[src/rtl/i2c_master_register_access_defines.svh]
// Assertion macros used by the top level of the I2C register access master.
`ifndef I2C_MASTER_REGISTER_ACCESS_DEFINES_SVH
`define I2C_MASTER_REGISTER_ACCESS_DEFINES_SVH

`ifndef SYNTH

// The condition must hold at every clock edge outside reset.
`define I2CM_ASSERT_HOLDS(label, clk, rst_n, cond) \
    label: assert property (@(posedge clk) disable iff (!rst_n) (cond)) \
        else $error("i2cm assertion failed");

// When the antecedent holds, the consequent must hold in the same cycle.
`define I2CM_ASSERT_IMPL(label, clk, rst_n, ante, cons) \
    label: assert property (@(posedge clk) disable iff (!rst_n) (ante) |-> (cons)) \
        else $error("i2cm assertion failed");

// When the antecedent holds, the consequent must hold in the following cycle.
`define I2CM_ASSERT_NEXT(label, clk, rst_n, ante, cons) \
    label: assert property (@(posedge clk) disable iff (!rst_n) (ante) |=> (cons)) \
        else $error("i2cm assertion failed");

`else

`define I2CM_ASSERT_HOLDS(label, clk, rst_n, cond)
`define I2CM_ASSERT_IMPL(label, clk, rst_n, ante, cons)
`define I2CM_ASSERT_NEXT(label, clk, rst_n, ante, cons)

`endif

`endif

[src/rtl/i2cm_pkg.sv]
// Types, constants and sequence tables of the I2C register access master.
package i2cm_pkg;

    // Command field encodings on the input channel.
    localparam logic [1:0] FUNC_WRITE = 2'd1;
    localparam logic [1:0] FUNC_READ  = 2'd2;

    // Configuration register indexes.
    localparam logic REG_DEVICE_ADDRESS = 1'b0;
    localparam logic REG_PHASE_TICKS    = 1'b1;

    // Reset values of the configuration registers.
    localparam logic [6:0]  DEVICE_ADDRESS_RESET = 7'h68;
    localparam logic [15:0] PHASE_TICKS_RESET    = 16'd72;

    localparam int unsigned STEP_W = 4;
    localparam int unsigned SUB_W  = 5;

    // Number of segments in each transaction.
    localparam logic [STEP_W-1:0] WR_SEGS = 4'd8;
    localparam logic [STEP_W-1:0] RD_SEGS = 4'd11;

    // Sub-step of the eighth bit's falling SCL edge inside a byte segment.
    localparam logic [SUB_W-1:0] LAST_BIT_SUB = 5'd25;

    typedef enum logic [1:0] {
        CMD_NONE,
        CMD_WRITE,
        CMD_READ
    } cmd_t;

    typedef enum logic [2:0] {
        SEG_START,
        SEG_WBYTE,
        SEG_ACK,
        SEG_STOP,
        SEG_RBYTE,
        SEG_NACK
    } seg_t;

    typedef enum logic [1:0] {
        SRC_ADDR_W,
        SRC_REG,
        SRC_DATA,
        SRC_ADDR_R
    } src_t;

    typedef enum logic [1:0] {
        SLOT_SETUP,
        SLOT_HIGH,
        SLOT_LOW
    } slot_t;

    // One classified tick as it sits in the front queue.
    typedef struct packed {
        cmd_t       cmd;
        logic [7:0] reg_address;
        logic [7:0] write_data;
        logic       sda;
        logic       scl;
    } item_t;

    // One result tick as it sits in the output queue.
    typedef struct packed {
        logic       scl_out;
        logic       sda_out;
        logic       busy;
        logic       done;
        logic [7:0] read_data;
        logic       nack_seen;
        logic       clock_held;
    } result_t;

    // Sequencer status seen by the top level.
    typedef struct packed {
        logic busy;
        logic phase_wait;
    } seq_status_t;

    function automatic logic [STEP_W-1:0] seg_count(input logic is_read);
        return is_read ? RD_SEGS : WR_SEGS;
    endfunction

    function automatic seg_t seg_kind(input logic is_read, input logic [STEP_W-1:0] step);
        seg_t k;
        k = SEG_STOP;
        if (is_read) begin
            case (step)
                4'd1:    k = SEG_START;
                4'd2:    k = SEG_WBYTE;
                4'd3:    k = SEG_ACK;
                4'd4:    k = SEG_WBYTE;
                4'd5:    k = SEG_ACK;
                4'd6:    k = SEG_START;
                4'd7:    k = SEG_WBYTE;
                4'd8:    k = SEG_ACK;
                4'd9:    k = SEG_RBYTE;
                4'd10:   k = SEG_NACK;
                default: k = SEG_STOP;
            endcase
        end else begin
            case (step)
                4'd1:    k = SEG_START;
                4'd2:    k = SEG_WBYTE;
                4'd3:    k = SEG_ACK;
                4'd4:    k = SEG_WBYTE;
                4'd5:    k = SEG_ACK;
                4'd6:    k = SEG_WBYTE;
                4'd7:    k = SEG_ACK;
                default: k = SEG_STOP;
            endcase
        end
        return k;
    endfunction

    function automatic src_t seg_src(input logic is_read, input logic [STEP_W-1:0] step);
        src_t s;
        s = SRC_ADDR_W;
        case (step)
            4'd4:    s = SRC_REG;
            4'd6:    s = is_read ? SRC_ADDR_W : SRC_DATA;
            4'd7:    s = is_read ? SRC_ADDR_R : SRC_ADDR_W;
            default: s = SRC_ADDR_W;
        endcase
        return s;
    endfunction

    function automatic logic [SUB_W-1:0] seg_len(input seg_t kind);
        logic [SUB_W-1:0] n;
        case (kind)
            SEG_START: n = 5'd6;
            SEG_WBYTE: n = 5'd26;
            SEG_ACK:   n = 5'd4;
            SEG_STOP:  n = 5'd3;
            SEG_RBYTE: n = 5'd26;
            SEG_NACK:  n = 5'd4;
            default:   n = 5'd3;
        endcase
        return n;
    endfunction

    // Position of a byte segment sub-step within its three-step bit slot.
    function automatic slot_t bit_slot(input logic [SUB_W-1:0] m);
        slot_t s;
        case (m)
            5'd2, 5'd5, 5'd8, 5'd11, 5'd14, 5'd17, 5'd20, 5'd23: s = SLOT_SETUP;
            5'd3, 5'd6, 5'd9, 5'd12, 5'd15, 5'd18, 5'd21, 5'd24: s = SLOT_HIGH;
            5'd4, 5'd7, 5'd10, 5'd13, 5'd16, 5'd19, 5'd22, 5'd25: s = SLOT_LOW;
            default: s = SLOT_SETUP;
        endcase
        return s;
    endfunction

endpackage

[src/rtl/i2c_master_register_access.sv]
// Top level of the I2C master for single-byte register reads and writes.
//
// Each input transfer is one tick of the bus sequencer: an optional command
// (write or read register) with its register address and data, plus the sampled
// SDA and SCL levels. Every accepted tick yields exactly one result transfer
// carrying the SCL and SDA drive levels, busy, a done pulse, the read byte and
// the two status flags. Commands that arrive while a transaction runs are ignored.
// Both channels use valid and ready; a two-entry queue sits on each side of the
// sequencer, so the input side keeps taking ticks while a result waits.
// Throughput is one tick per cycle while the receiver takes results; the sequencer
// updates its whole state for each tick. An input tick is first stored in the input
// queue, then its result is registered into the output queue.
// When the receiver stalls, the output queue fills, the sequencer stops, then
// the input queue fills and in_ready drops; no tick is lost or repeated.
// Reset leaves the bus released (both lines high), the sequencer idle, the
// device address at 0x68 and 72 ticks per bus phase. Configuration writes take
// effect at once and are meant to be made only while the block is idle.
`include "i2c_master_register_access_defines.svh"

module i2c_master_register_access
    import i2cm_pkg::*;
#(
    parameter int unsigned PHASE_COUNTER_BITS = 16
)
(
    input  logic        clk,
    input  logic        rst_n,
    input  logic        cfg_we,
    input  logic        cfg_index,
    input  logic [15:0] cfg_data,
    input  logic        in_valid,
    output logic        in_ready,
    input  logic [1:0]  func,
    input  logic [7:0]  reg_address,
    input  logic [7:0]  write_data,
    input  logic        sda_in,
    input  logic        scl_in,
    output logic        out_valid,
    input  logic        out_ready,
    output logic        scl_out,
    output logic        sda_out,
    output logic        busy_res,
    output logic        done_res,
    output logic [7:0]  read_data,
    output logic        nack_seen,
    output logic        clock_held
);

    logic [6:0]  device_address_reg;
    logic [15:0] phase_ticks_reg;
    logic        queue_valid;
    item_t       queue_head;
    logic        out_space;
    logic        seq_fire;
    result_t     seq_result;
    result_t     out_head;
    seq_status_t seq_status;

    // Configuration registers, written without handshake.
    always_ff @(posedge clk or negedge rst_n)
    begin
        if (!rst_n)
        begin
            device_address_reg <= DEVICE_ADDRESS_RESET;
            phase_ticks_reg    <= PHASE_TICKS_RESET;
        end
        else if (cfg_we)
        begin
            case (cfg_index)
                REG_DEVICE_ADDRESS: device_address_reg <= cfg_data[6:0];
                REG_PHASE_TICKS:    phase_ticks_reg    <= cfg_data;
                default:            phase_ticks_reg    <= phase_ticks_reg;
            endcase
        end
    end

    i2cm_front u_front (
        .clk         (clk),
        .rst_n       (rst_n),
        .in_valid    (in_valid),
        .in_ready    (in_ready),
        .func        (func),
        .reg_address (reg_address),
        .write_data  (write_data),
        .sda_in      (sda_in),
        .scl_in      (scl_in),
        .pop         (seq_fire),
        .head_valid  (queue_valid),
        .head        (queue_head)
    );

    // The sequencer steps whenever a tick is queued and its result has a slot.
    assign seq_fire = queue_valid && out_space;

    i2cm_seq #(
        .PHASE_COUNTER_BITS (PHASE_COUNTER_BITS)
    ) u_seq (
        .clk            (clk),
        .rst_n          (rst_n),
        .device_address (device_address_reg),
        .phase_ticks    (phase_ticks_reg),
        .fire           (seq_fire),
        .item           (queue_head),
        .result         (seq_result),
        .status         (seq_status)
    );

    i2cm_out u_out (
        .clk       (clk),
        .rst_n     (rst_n),
        .push      (seq_fire),
        .push_data (seq_result),
        .space     (out_space),
        .out_valid (out_valid),
        .out_ready (out_ready),
        .head      (out_head)
    );

    assign scl_out    = out_head.scl_out;
    assign sda_out    = out_head.sda_out;
    assign busy_res   = out_head.busy;
    assign done_res   = out_head.done;
    assign read_data  = out_head.read_data;
    assign nack_seen  = out_head.nack_seen;
    assign clock_held = out_head.clock_held;

    // An accepted command on an idle sequencer starts a transaction.
    `I2CM_ASSERT_NEXT(a_cmd_starts, clk, rst_n, seq_fire && !seq_status.busy && queue_head.cmd != CMD_NONE, seq_status.busy)
    // Done only ends a running transaction and leaves the sequencer idle.
    `I2CM_ASSERT_IMPL(a_done_ends_busy, clk, rst_n, seq_fire && seq_result.done, seq_status.busy && !seq_result.busy)
    // A tick spent waiting out a phase never finishes the transaction.
    `I2CM_ASSERT_IMPL(a_wait_keeps_busy, clk, rst_n, seq_fire && seq_status.phase_wait, seq_result.busy && !seq_result.done)
    // With no transaction running the bus is released.
    `I2CM_ASSERT_IMPL(a_idle_bus_high, clk, rst_n, out_valid && !busy_res, scl_out && sda_out)

endmodule

[src/rtl/i2cm_front.sv]
// Front end: accepts input ticks, classifies the command and queues them.
module i2cm_front
    import i2cm_pkg::*;
(
    input  logic       clk,
    input  logic       rst_n,
    input  logic       in_valid,
    output logic       in_ready,
    input  logic [1:0] func,
    input  logic [7:0] reg_address,
    input  logic [7:0] write_data,
    input  logic       sda_in,
    input  logic       scl_in,
    input  logic       pop,
    output logic       head_valid,
    output item_t      head
);

    item_t      entry_reg [2];
    logic       wr_ptr_reg, wr_ptr_next;
    logic       rd_ptr_reg, rd_ptr_next;
    logic [1:0] count_reg, count_next;
    logic       push;
    item_t      incoming;

    // Unused command codes are treated as no command.
    always_comb
    begin
        case (func)
            FUNC_WRITE: incoming.cmd = CMD_WRITE;
            FUNC_READ:  incoming.cmd = CMD_READ;
            default:    incoming.cmd = CMD_NONE;
        endcase
        incoming.reg_address = reg_address;
        incoming.write_data  = write_data;
        incoming.sda         = sda_in;
        incoming.scl         = scl_in;
    end

    assign in_ready   = (count_reg != 2'd2);
    assign push       = in_valid && in_ready;
    assign head_valid = (count_reg != 2'd0);
    assign head       = entry_reg[rd_ptr_reg];

    always_comb
    begin
        wr_ptr_next = push ? ~wr_ptr_reg : wr_ptr_reg;
        rd_ptr_next = pop ? ~rd_ptr_reg : rd_ptr_reg;
        case ({push, pop})
            2'b10:   count_next = count_reg + 2'd1;
            2'b01:   count_next = count_reg - 2'd1;
            default: count_next = count_reg;
        endcase
    end

    always_ff @(posedge clk or negedge rst_n)
    begin
        if (!rst_n)
        begin
            wr_ptr_reg <= 1'b0;
            rd_ptr_reg <= 1'b0;
            count_reg  <= 2'd0;
        end
        else
        begin
            wr_ptr_reg <= wr_ptr_next;
            rd_ptr_reg <= rd_ptr_next;
            count_reg  <= count_next;
        end
    end

    always_ff @(posedge clk)
    begin
        if (push)
        begin
            entry_reg[wr_ptr_reg] <= incoming;
        end
    end

endmodule

[src/rtl/i2cm_seq.sv]
// Back end: bus sequencer that advances one tick per dequeued item.
module i2cm_seq
    import i2cm_pkg::*;
#(
    parameter int unsigned PHASE_COUNTER_BITS = 16
)
(
    input  logic        clk,
    input  logic        rst_n,
    input  logic [6:0]  device_address,
    input  logic [15:0] phase_ticks,
    input  logic        fire,
    input  item_t       item,
    output result_t     result,
    output seq_status_t status
);

    localparam int unsigned PCB   = PHASE_COUNTER_BITS;
    localparam int unsigned CMP_W = (PCB > 16) ? PCB : 16;

    logic [STEP_W-1:0] step_reg, step_next;
    logic [SUB_W-1:0]  sub_reg, sub_next, sub_inc;
    logic [PCB-1:0]    pc_reg, pc_next, reload_val;
    logic [7:0]        shift_reg, shift_next;
    logic              is_read_reg, is_read_next;
    logic [7:0]        held_register_reg, held_register_next;
    logic [7:0]        held_data_reg, held_data_next;
    logic              scl_reg, scl_next;
    logic              sda_reg, sda_next;
    logic              nack_reg, nack_next;
    logic              clk_held_reg, clk_held_next;
    logic              done;
    logic              do_act;
    seg_t              act_kind;
    slot_t             act_slot;
    logic [15:0]       ticks_m1;
    logic [CMP_W-1:0]  ticks_ext, pc_max_ext;

    // Phase reload: ticks minus one, zero acts as one, saturated to the counter.
    assign ticks_m1   = (phase_ticks == 16'd0) ? 16'd0 : phase_ticks - 16'd1;
    assign ticks_ext  = CMP_W'(ticks_m1);
    assign pc_max_ext = CMP_W'({PCB{1'b1}});
    assign reload_val = (ticks_ext > pc_max_ext) ? pc_max_ext[PCB-1:0] : ticks_ext[PCB-1:0];

    always_comb
    begin
        step_next          = step_reg;
        sub_next           = sub_reg;
        pc_next            = pc_reg;
        shift_next         = shift_reg;
        is_read_next       = is_read_reg;
        held_register_next = held_register_reg;
        held_data_next     = held_data_reg;
        scl_next           = scl_reg;
        sda_next           = sda_reg;
        nack_next          = nack_reg;
        clk_held_next      = clk_held_reg;
        done               = 1'b0;
        do_act             = 1'b0;
        sub_inc            = sub_reg + 5'd1;

        if (fire)
        begin
            if (step_reg == '0)
            begin
                if (item.cmd == CMD_WRITE || item.cmd == CMD_READ)
                begin
                    is_read_next       = (item.cmd == CMD_READ);
                    held_register_next = item.reg_address;
                    held_data_next     = (item.cmd == CMD_READ) ? 8'd0 : item.write_data;
                    nack_next          = 1'b0;
                    clk_held_next      = 1'b0;
                    step_next          = 4'd1;
                    sub_next           = '0;
                    do_act             = 1'b1;
                end
            end
            else if (pc_reg != '0)
            begin
                pc_next = pc_reg - 1'b1;
            end
            else
            begin
                if (sub_inc >= seg_len(seg_kind(is_read_reg, step_reg)))
                begin
                    sub_next  = '0;
                    step_next = step_reg + 4'd1;
                end
                else
                begin
                    sub_next = sub_inc;
                end
                if (step_next > seg_count(is_read_reg))
                begin
                    step_next = '0;
                    sub_next  = '0;
                    done      = 1'b1;
                end
                else
                begin
                    do_act = 1'b1;
                end
            end
        end

        act_kind = seg_kind(is_read_next, step_next);
        act_slot = bit_slot(sub_next);

        if (do_act)
        begin
            pc_next = reload_val;
            case (act_kind)
                SEG_WBYTE, SEG_RBYTE:
                begin
                    if (sub_next == 5'd0)
                    begin
                        scl_next = 1'b0;
                        if (act_kind == SEG_WBYTE)
                        begin
                            case (seg_src(is_read_next, step_next))
                                SRC_ADDR_W: shift_next = {device_address, 1'b0};
                                SRC_REG:    shift_next = held_register_next;
                                SRC_DATA:   shift_next = held_data_next;
                                default:    shift_next = {device_address, 1'b1};
                            endcase
                        end
                        else
                        begin
                            shift_next = 8'd0;
                        end
                    end
                    else if (sub_next == 5'd1)
                    begin
                        sda_next = (act_kind == SEG_RBYTE);
                    end
                    else if (act_kind == SEG_WBYTE)
                    begin
                        case (act_slot)
                            SLOT_SETUP: sda_next = shift_reg[7];
                            SLOT_HIGH:  scl_next = 1'b1;
                            default:
                            begin
                                scl_next   = 1'b0;
                                shift_next = {shift_reg[6:0], 1'b0};
                            end
                        endcase
                    end
                    else
                    begin
                        case (act_slot)
                            SLOT_SETUP: scl_next = 1'b1;
                            SLOT_HIGH:  shift_next = {shift_reg[6:0], item.sda};
                            default:
                            begin
                                scl_next = 1'b0;
                                if (sub_next == LAST_BIT_SUB)
                                begin
                                    held_data_next = shift_reg;
                                end
                            end
                        endcase
                    end
                end
                SEG_START:
                begin
                    case (sub_next)
                        5'd0: scl_next = 1'b0;
                        5'd1: sda_next = 1'b1;
                        5'd2: scl_next = 1'b1;
                        5'd3:
                        begin
                            if (!item.scl)
                            begin
                                clk_held_next = 1'b1;
                            end
                        end
                        5'd4:    sda_next = 1'b0;
                        default: scl_next = 1'b0;
                    endcase
                end
                SEG_ACK, SEG_NACK:
                begin
                    case (sub_next)
                        5'd0: scl_next = 1'b0;
                        5'd1: sda_next = 1'b1;
                        5'd2: scl_next = 1'b1;
                        default:
                        begin
                            if (act_kind == SEG_ACK && item.sda)
                            begin
                                nack_next = 1'b1;
                            end
                            scl_next = 1'b0;
                        end
                    endcase
                end
                default:
                begin
                    case (sub_next)
                        5'd0:    sda_next = 1'b0;
                        5'd1:    scl_next = 1'b1;
                        default: sda_next = 1'b1;
                    endcase
                end
            endcase
        end
    end

    always_comb
    begin
        result.scl_out    = scl_next;
        result.sda_out    = sda_next;
        result.busy       = (step_next != '0);
        result.done       = done;
        result.read_data  = is_read_next ? held_data_next : 8'd0;
        result.nack_seen  = nack_next;
        result.clock_held = clk_held_next;
    end

    assign status.busy       = (step_reg != '0);
    assign status.phase_wait = (step_reg != '0) && (pc_reg != '0);

    always_ff @(posedge clk or negedge rst_n)
    begin
        if (!rst_n)
        begin
            step_reg          <= '0;
            sub_reg           <= '0;
            pc_reg            <= '0;
            shift_reg         <= 8'd0;
            is_read_reg       <= 1'b0;
            held_register_reg <= 8'd0;
            held_data_reg     <= 8'd0;
            scl_reg           <= 1'b1;
            sda_reg           <= 1'b1;
            nack_reg          <= 1'b0;
            clk_held_reg      <= 1'b0;
        end
        else
        begin
            step_reg          <= step_next;
            sub_reg           <= sub_next;
            pc_reg            <= pc_next;
            shift_reg         <= shift_next;
            is_read_reg       <= is_read_next;
            held_register_reg <= held_register_next;
            held_data_reg     <= held_data_next;
            scl_reg           <= scl_next;
            sda_reg           <= sda_next;
            nack_reg          <= nack_next;
            clk_held_reg      <= clk_held_next;
        end
    end

endmodule

[src/rtl/i2cm_out.sv]
// Output queue: holds finished results until the receiver takes them.
module i2cm_out
    import i2cm_pkg::*;
(
    input  logic    clk,
    input  logic    rst_n,
    input  logic    push,
    input  result_t push_data,
    output logic    space,
    output logic    out_valid,
    input  logic    out_ready,
    output result_t head
);

    result_t    entry_reg [2];
    logic       wr_ptr_reg, wr_ptr_next;
    logic       rd_ptr_reg, rd_ptr_next;
    logic [1:0] count_reg, count_next;
    logic       pop;

    assign space     = (count_reg != 2'd2);
    assign out_valid = (count_reg != 2'd0);
    assign pop       = out_valid && out_ready;
    assign head      = entry_reg[rd_ptr_reg];

    always_comb
    begin
        wr_ptr_next = push ? ~wr_ptr_reg : wr_ptr_reg;
        rd_ptr_next = pop ? ~rd_ptr_reg : rd_ptr_reg;
        case ({push, pop})
            2'b10:   count_next = count_reg + 2'd1;
            2'b01:   count_next = count_reg - 2'd1;
            default: count_next = count_reg;
        endcase
    end

    always_ff @(posedge clk or negedge rst_n)
    begin
        if (!rst_n)
        begin
            wr_ptr_reg <= 1'b0;
            rd_ptr_reg <= 1'b0;
            count_reg  <= 2'd0;
        end
        else
        begin
            wr_ptr_reg <= wr_ptr_next;
            rd_ptr_reg <= rd_ptr_next;
            count_reg  <= count_next;
        end
    end

    always_ff @(posedge clk)
    begin
        if (push)
        begin
            entry_reg[wr_ptr_reg] <= push_data;
        end
    end

endmodule
[config.mk]
export PLATFORM = sky130hd
export DESIGN_NAME = i2c_master_register_access
export DESIGN_NICKNAME = d
export VERILOG_FILES = /design/src/rtl/i2cm_pkg.sv /design/src/rtl/i2c_master_register_access.sv /design/src/rtl/i2cm_front.sv /design/src/rtl/i2cm_seq.sv /design/src/rtl/i2cm_out.sv
export VERILOG_INCLUDE_DIRS = /design/src /design/src/rtl
export SDC_FILE = /design/constraint.sdc
export NUM_CORES = 1
export LEC_CHECK = 0
export CORE_ASPECT_RATIO = 1.4
export CORE_MARGIN = 2
export CORE_UTILIZATION = 53
export DETAILED_ROUTE_END_ITERATION = 6
export DONT_BUFFER_PORTS = 1
export PLACE_DENSITY = 0.68
export SLEW_MARGIN = 20
export SYNTH_ARGS = -nofsm -noshare
export SYNTH_HDL_FRONTEND = slang
export SYNTH_SLANG_ARGS = --single-unit
[constraint.sdc]
create_clock -name clk -period 7.7 [get_ports clk]
set_clock_uncertainty 0.05 [all_clocks]
set_input_delay 0.77 -clock clk [delete_from_list [all_inputs] [get_ports clk]]
set_output_delay 0.77 -clock clk [all_outputs]
set_load 0.05 [all_outputs]
==> impl_metrics.tcl, run 1 <==
set metrics [dict create \
    status "complete, no violations" \
    cts_buffers 17 \
    gp_congestion 0.945 \
    crit_path_end_kind "register" \
    ys_ff_latch 153 \
    maxSlewViolCount 0 \
    placed_area_um2 8590 \
    powerDensity_nw_per_um2 389 \
    gr-total-overflow 0 \
    grt_max_degree 79 \
    nets 844 \
    dp_hpwl_um 14600 \
    worstMarginPinSlew_ns 0.909 \
    max_slew_margin_pct 38.9 \
    io_buffer_count 0 \
    cts_tree "done" \
    ys_seq_area_share_pct 49.9 \
    cpMaxStageDelayCell "dfrtp_1" \
    die_x_um 110 \
    final_cells 985 \
    ff2ff_setup_slack_ns 0.58 \
    synthArstFlopShare_pct 55.6 \
    io_pins 58 \
    htreeDepth 4 \
    fin_crit_sh_pct 92.5 \
    hp-class "in -> async" \
    timing.rr.start "u_seq.step_reg[1]" \
    cts.sinks 153 \
    rr_endpoint "u_seq.shift_reg[4]" \
    ctsRootBufferMaster "clkbuf_16" \
    drc_errors 0 \
    clock_latency_ns 0.43 \
    crit_type "reg -> reg" \
    synthCells 772 \
    postSynthAreaPerCell_um2 10.9 \
    num_rows 54 \
    start_util_pct 53.9 \
    synth.distinct_cells 80 \
    syn2layout_area_growth_pct 10.6 \
    synth_edf_count 68 \
    final_area_um2 9270 \
    largest_reg_flops 40 \
    ir_worst_vdd_v 0.000304 \
    path_max_fanout 12 \
    p_leak_uw 0.00368 \
    antenna_found_initial 0 \
    cts_buffer_depth 2 \
    final_common_cell "dfrtp_1" \
    period_needed_ns 7.12 \
    yosys.area.top_type "edfxtp_1" \
    grt_usage_pct 25.5 \
    synthFlopType "dfrtp_1" \
    syn-cell-area_um2 8380 \
    num_antenna_cells 0 \
    cp.required_ns 7.97 \
    synthTopCellsByArea "edfxtp_1 (24%), dfrtp_1 (23%), mux2_2 (5.5%)" \
    hold_viol 0 \
    die_area_um2 16800 \
    clkTransAtPathRegs_ns 0.07 \
    vias_per_cell 6.31 \
    drtAntennaViolNets 0 \
    design.core.area_um2 15500 \
    layout_common_cells "dfrtp_1 (78), edfxtp_1 (68), nand2_1 (57), o21ai_0 (49), a21oi_1 (46)" \
    dp.cells 951 \
    syn_nets 840 \
    critPathMaxStageDelay_ns 0.49 \
    drt_iter0_drc 388 \
    drt_first_pass_iters 5 \
    timing.fmax_ghz 0.140 \
    reg2reg_depth 32 \
    drive_gt1_share_pct 16.2 \
    fin_tns_setup_ns 0 \
    wl_um 20300 \
    rsz0062_at_grt "false" \
    vias 6218 \
    setup_violations 0 \
    die_height_um 153 \
    grt_pass1_wl_um 32700 \
    first_global_vias 6348 \
    ys.warnings.count 0 \
    routedWlPerCell_um 20.6 \
    maxCapViolations 0 \
    synth_top_area_share_pct 24.4 \
    worst_setup_path_start_kind "register" \
    worstPathArrival_ns 7.39 \
]
[report_power, final]
group          internal [uW]  total (uW)  switching (uW)
Combinational            482        1400             921
Clock                    491         856             365
Sequential              1160        1340             180
[critical path: cells and delay by family, from the launching register on]
family / cells / cell delay [ns]
compound gates: 12 / 2.67
fa+ha+maj: 4 / 1.34
simple gates: 9 / 1.27
mux: 3 / 0.57
flops: 1 / 0.49
buf+inv: 3 / 0.38
xor+xnor: 1 / 0.22
[metrics by stage]
| stage | hold WS, ns | setup WS (ns) | power (uW) | util [%] |
|---|---|---|---|---|
| after floorplan | 0.408 | 1.60 | 2390 | - |
| after CTS | 0.117 | 0.393 | 3610 | 59.4 |
| final | 0.130 | 0.577 | 3600 | 59.6 |
| after global placement | 0.426 | 0.855 | 2680 | 55.3 |
| after global routing | 0.115 | 0.00221 | 3800 | 59.6 |
| after detailed placement | 0.426 | 0.455 | 2730 | 55.3 |
[cells by family after synthesis]
family	after synthesis	synth area share, %
simple gates	238	14.9
flops	153	49.9
mux	74	9.93
compound gates	203	16.3
fa+ha+maj	26	3.88
xor+xnor	25	2.61
buf+inv	53	2.48
[cell type report]
class	instances	area (um^2)
Fill cell	1296	6270
Sequential cell	153	4180
Multi-Input combinational cell	566	4020
Clock buffer	17	425
Tap cell	196	245
Clock inverter	15	181
Timing Repair Buffer	12	123
Inverter	26	98.8
[per-layer routing]
metal | GRT usage (%) | vias up | share of wire (%)
met5 | 0 | - | 0
met4 | 12.1 | 0 | 3.3
met3 | 5.35 | 55 | 4.8
met2 | 42.2 | 210 | 51
met1 | 31.3 | 3052 | 41
li1 | - | 2901 | -
[worst max path at each step]
stage                     slack (ns)         startpoint                     end  cells after the start
after floorplan                 1.60  u_seq.step_reg[1]  u_out.entry_reg[0][12]                     30
after global routing           0.002  u_seq.step_reg[1]  u_out.entry_reg[0][12]                     29
after detailed placement        0.45  u_seq.step_reg[0]      u_seq.shift_reg[6]                     29
after CTS                       0.39  u_seq.step_reg[0]      u_seq.shift_reg[4]                     29
final                           0.58  u_seq.step_reg[1]      u_seq.shift_reg[4]                     32
after global placement          0.85  u_seq.step_reg[1]      u_seq.shift_reg[5]                     29
[Yosys cell counts (15+ instances only)]
library cell	count
o21ai_0	50
mux2_2	41
nor2b_1	15
xnor2_1	15
clkbuf_1	22
ha_1	26
o31ai_1	15
mux2i_1	25
edfxtp_1	68
nor2_1	47
nand3_1	17
nand2_1	57
nor3_1	32
inv_1	24
dfrtp_1	78
a21oi_1	47
[repair_timing]
| item | 4_1_cts | 5_1_grt |
|---|---|---|
| buffers inserted | 0 | 1 |
| hold endpoints to repair | 78 | 0 |
| resized for setup | 0 | 4 |
| hold buffers | 1 | 0 |
| setup endpoints to repair | 0 | 14 |
(Power assumes the default switching activity.)
==> run 2: changes to the inputs <==
- PLACE_DENSITY: 0.68 -> 0.7
==> impl_metrics.tcl, run 2 (synthesis results as in run 1) <==
set metrics [dict create \
    status "complete, no violations" \
    hp-class "in -> async" \
    syn2layout_area_growth_pct 10.2 \
    cts_buffers 17 \
    drt_iter0_drc 383 \
    dp_hpwl_um 14600 \
    layout_common_cells "dfrtp_1 (77), edfxtp_1 (68), nand2_1 (57), o21ai_0 (49), a21oi_1 (46)" \
    num_rows 54 \
    hold_viol 0 \
    gp_congestion 0.925 \
    die_height_um 153 \
    path_max_fanout 8 \
    drt_first_pass_iters 5 \
    critPathMaxStageDelay_ns 0.42 \
    gr-total-overflow 0 \
    vias 6125 \
    io_pins 58 \
    first_global_vias 6216 \
    timing.fmax_ghz 0.137 \
    cpMaxStageDelayCell "dfrtp_1" \
    cp.required_ns 7.89 \
    clkTransAtPathRegs_ns 0.07 \
    worstMarginPinSlew_ns 1.03 \
    clock_latency_ns 0.42 \
    cts_buffer_depth 2 \
    vias_per_cell 6.22 \
    htreeDepth 4 \
    crit_path_end_kind "register" \
    ctsRootBufferMaster "clkbuf_16" \
    crit_type "reg -> reg" \
    grt_usage_pct 25.3 \
    cts.sinks 153 \
    grt_pass1_wl_um 32800 \
    setup_violations 0 \
    dp.cells 949 \
    path_delay_family "compound AO/OA/AOI/OAI gates" \
    start_util_pct 53.9 \
    worstPathArrival_ns 7.46 \
    largest_reg_flops 40 \
    antenna_found_initial 0 \
    rsz0062_at_grt "false" \
    io_buffer_count 0 \
    period_needed_ns 7.27 \
    routedWlPerCell_um 20.5 \
    design.core.area_um2 15500 \
    worst_setup_path_start_kind "register" \
    cts_tree "done" \
    final_cells 984 \
    maxSlewViolCount 0 \
    fin_crit_sh_pct 94.5 \
    maxCapViolations 0 \
    die_area_um2 16800 \
    max_slew_margin_pct 30.9 \
    wl_um 20200 \
    drtAntennaViolNets 0 \
    nets 843 \
    fin_hold_ws_ns 0.137 \
    ir_worst_vdd_v 0.000223 \
    fin_tns_setup_ns 0 \
    powerDensity_nw_per_um2 387 \
    die_x_um 110 \
    drive_gt1_share_pct 16.1 \
    path_buf_inv 2 \
    grt_max_degree 79 \
    p_leak_uw 0.00366 \
    final_common_cell "dfrtp_1" \
    num_antenna_cells 0 \
    drc_errors 0 \
]
[run 2: changes by cell type in the layout (fill, tap and decap cells not counted), sizes merged]
cell	previous run	this run
buf	12	11
inv	33	34
clkinvlp	2	1
clkinv	4	5
bufinv	2	1
[run 2: final timing paths]
kind / start / endpoint / slack (ns) / cells after the start
min in group clk: write_data[2] / u_front.entry_reg[0][4] / 0.40 / 0
min reg2reg: u_seq.held_register_reg[6] / u_seq.held_register_reg[6] / 0.46 / 2
max in group asynchronous: rst_n / u_seq.step_reg[1] / 7.04 / 1
max: u_seq.step_reg[0] / u_out.entry_reg[0][13] / 0.43 / 31
min: rst_n / u_seq.scl_reg / 0.14 / 0
max reg2reg: u_seq.step_reg[0] / u_out.entry_reg[0][13] / 0.43 / 31
[run 2: report_power, final]
part	internal [uW]	switching (uW)	total [uW]	leakage [uW]
logic	481	917	1400	0.00169
registers	1160	176	1340	0.00168
clock network	461	371	832	0.000287
[run 2: layout make-up]
| cell class | count | area [um^2] |
|---|---|---|
| fillers | 1295 | 6310 |
| flip-flops and latches | 153 | 4180 |
| multi-input cells | 566 | 4010 |
| clock buffers | 17 | 425 |
| well taps | 196 | 245 |
| clock inverters | 15 | 160 |
| repair buffers | 11 | 113 |
| inverters | 26 | 98.8 |
[run 2: through the flow]
stage	instance area [um^2]	setup WS [ns]	util, %	total power, uW
global route	9230	0.0152	59.4	3770
global placement	8580	0.419	55.2	2670
floorplan	8380	1.60	-	2390
CTS	9190	0.0123	59.1	3560
detailed placement	8580	0.0910	55.2	2720
finish	9230	0.427	59.4	3570
[run 2: metal layers]
layer | vias to the layer above | track usage, % | share of wire [%]
met5 | - | 0 | 0
met4 | 0 | 7.20 | 1.6
met3 | 29 | 4.11 | 3.7
met2 | 181 | 45.1 | 54
met1 | 3021 | 31.0 | 40
li1 | 2894 | - | -
[run 2: what timing repair did]
action                     4_1_cts  5_1_grt
setup endpoints to repair        0       23
hold endpoints to repair        78        0
hold buffers                     1        0
gates resized for setup          0        4
buffers inserted                 0        1
==> run 3: changes to the inputs <==
--- a/config.mk
+++ b/config.mk
@@ -12,5 +12,5 @@
 export DETAILED_ROUTE_END_ITERATION = 6
 export DONT_BUFFER_PORTS = 1
-export PLACE_DENSITY = 0.7
+export PLACE_DENSITY = 0.77
 export SLEW_MARGIN = 20
 export SYNTH_ARGS = -nofsm -noshare
==> constraint.sdc (replaced) <==
create_clock -name clk -period 7.7 [get_ports clk]
set_clock_uncertainty 0.05 [all_clocks]
set_input_delay 1.155 -clock clk [delete_from_list [all_inputs] [get_ports clk]]
set_output_delay 1.155 -clock clk [all_outputs]
set_load 0.05 [all_outputs]
==> impl_metrics.tcl, run 3 (synthesis results as in run 1) <==
set metrics [dict create \
    fin_crit_sh_pct 92.7 \
    nets 841 \
    dp.cells 949 \
    cts_buffers 17 \
    p_leak_uw 0.00368 \
    wl_um 19300 \
    hold_viol 0 \
    cts_hold_buf 0 \
    pwr-share-seq_pct 36.8 \
    multi_input_area_um2 4020 \
    die_area_um2 16800 \
    clock_latency_ns 0.43 \
    io_buffer_count 0 \
    finalPower_uw 3650 \
    final_area_um2 9270 \
    path_buf_inv 2 \
    nFillCells 1255 \
    num_antenna_cells 0 \
    maxSlewViolCount 0 \
    cts_buffer_depth 2 \
    power_frac_clock_pct 25.4 \
    max_slew_margin_pct 36.4 \
    p_switching_uw 1440 \
    antenna_found_initial 0 \
    period_needed_ns 7.14 \
    p_int_uw 2200 \
    io_pins 58 \
    syn2layout_area_growth_pct 10.7 \
    hp-class "in -> async" \
    ctsRootBufferMaster "clkbuf_16" \
    grt_max_degree 86 \
    ir_worst_vdd_v 0.000322 \
    cpMaxStageDelayCell "or3_4" \
    first_global_vias 6229 \
    p_sw_share_pct 39.6 \
    layout_common_cells "dfrtp_1 (78), edfxtp_1 (68), nand2_1 (57), o21ai_0 (49), a21oi_1 (47)" \
    p_comb_share_pct 37.8 \
    worst_setup_path_start_kind "register" \
    final_cells 982 \
    worstPathArrival_ns 7.32 \
    path_delay_family "compound AO/OA/AOI/OAI gates" \
    status "complete, no violations" \
    drive_gt1_share_pct 15.9 \
    design.core.area_um2 15500 \
    regArea_um2 4180 \
    critPathMaxStageDelay_ns 0.50 \
    num_rows 54 \
    timing.fmax_ghz 0.140 \
    cts.sinks 153 \
    clkTransAtPathRegs_ns 0.07 \
    die_height_um 153 \
    cp.required_ns 7.88 \
    setup_violations 0 \
    maxCapViolations 0 \
    path_max_fanout 12 \
    placed_area_um2 8580 \
    htreeDepth 4 \
    worstMarginPinSlew_ns 0.954 \
    start_util_pct 53.9 \
    powerDensity_nw_per_um2 393 \
    rr_endpoint "u_out.entry_reg[0][13]" \
    drc_errors 0 \
    gr-total-overflow 0 \
    drtAntennaViolNets 0 \
    grt_usage_pct 24.0 \
    crit_type "reg -> reg" \
    cp.depth 31 \
    vias 6216 \
    drt_iter0_drc 514 \
    fin_tns_setup_ns 0 \
    drt_first_pass_iters 6 \
    dp_hpwl_um 14000 \
    grt_pass1_wl_um 31100 \
    ff2ff_setup_slack_ns 0.56 \
    crit_path_end_kind "register" \
    die_x_um 110 \
    cts_tree "done" \
    largest_reg_flops 40 \
    final_common_cell "dfrtp_1" \
    gp_congestion 0.891 \
    routedWlPerCell_um 19.7 \
    vias_per_cell 6.33 \
    reg2reg_depth 31 \
    timing.rr.start "u_seq.step_reg[1]" \
]
==> run 3: changes by cell type in the layout (fill, tap and decap cells not counted), sizes merged <==
cell	delta
buf	-2
bufinv	+3
clkinv	-2
inv	-1
==> run 3: how the worst max path moves through the flow <==
stage	startpoint	end	slack [ns]
floorplan	u_seq.step_reg[1]	u_out.entry_reg[0][12]	1.60
global placement	u_seq.step_reg[1]	u_out.entry_reg[0][12]	0.76
detailed placement	u_seq.step_reg[1]	u_seq.shift_reg[0]	0.48
CTS	u_seq.step_reg[1]	u_seq.shift_reg[0]	0.42
global route	u_seq.step_reg[1]	u_out.entry_reg[1][12]	-0.17
finish	u_seq.step_reg[1]	u_out.entry_reg[0][13]	0.56
==> run 3: repair_timing <==
item,CTS,global route
buffers inserted,0,1
setup endpoints to repair,0,16
resized for setup,0,3
==> run 3: power groups by stage <==
stage | clock network [uW] | logic (uW) | registers [uW]
6_report | 924 | 1380 | 1340
3_3_place_gp | 0 | 1320 | 1340
3_5_place_dp | 0 | 1350 | 1350
2_1_floorplan | 0 | 1110 | 1280
5_1_grt | 965 | 1500 | 1370
4_1_cts | 934 | 1360 | 1340
==> run 3: layout make-up <==
class | instances | share of cell area (%)
clock inverter | 15 | 2.46
inverter | 26 | 1.07
tap | 196 | 2.64
multi-input combinational | 566 | 43.3
clock buffer | 17 | 4.59
sequential | 153 | 45.0
timing repair buffer | 9 | 0.863
==> run 3: worst reg2reg max path, delay by kind of cell (launching register included) <==
family	cells	cell delay, ns
compound gates	13	2.49
buf+inv	2	0.22
mux	2	0.46
simple gates	8	1.43
xor+xnor	2	0.47
flops	1	0.49
fa+ha+maj	4	1.32
==> run 3: stage by stage <==
stage / utilization [%] / hold slack, ns / worst slack (ns)
global route: 59.7 / 0.353 / -0.169
global placement: 55.2 / 0.431 / 0.756
CTS: 59.4 / 0.351 / 0.416
floorplan: - / 0.408 / 1.60
detailed placement: 55.2 / 0.440 / 0.479
finish: 59.7 / 0.361 / 0.558
==> run 3: routing by layer <==
layer | wire (um) | vias to the layer above | global-route usage [%] | part of all wire (%)
met1 | 7640 | 3082 | 28.6 | 39
met4 | 757 | 0 | 12.4 | 3.9
met5 | 0 | - | 0 | 0
met3 | 693 | 48 | 3.51 | 3.6
li1 | - | 2896 | - | -
met2 | 10300 | 190 | 41.1 | 53
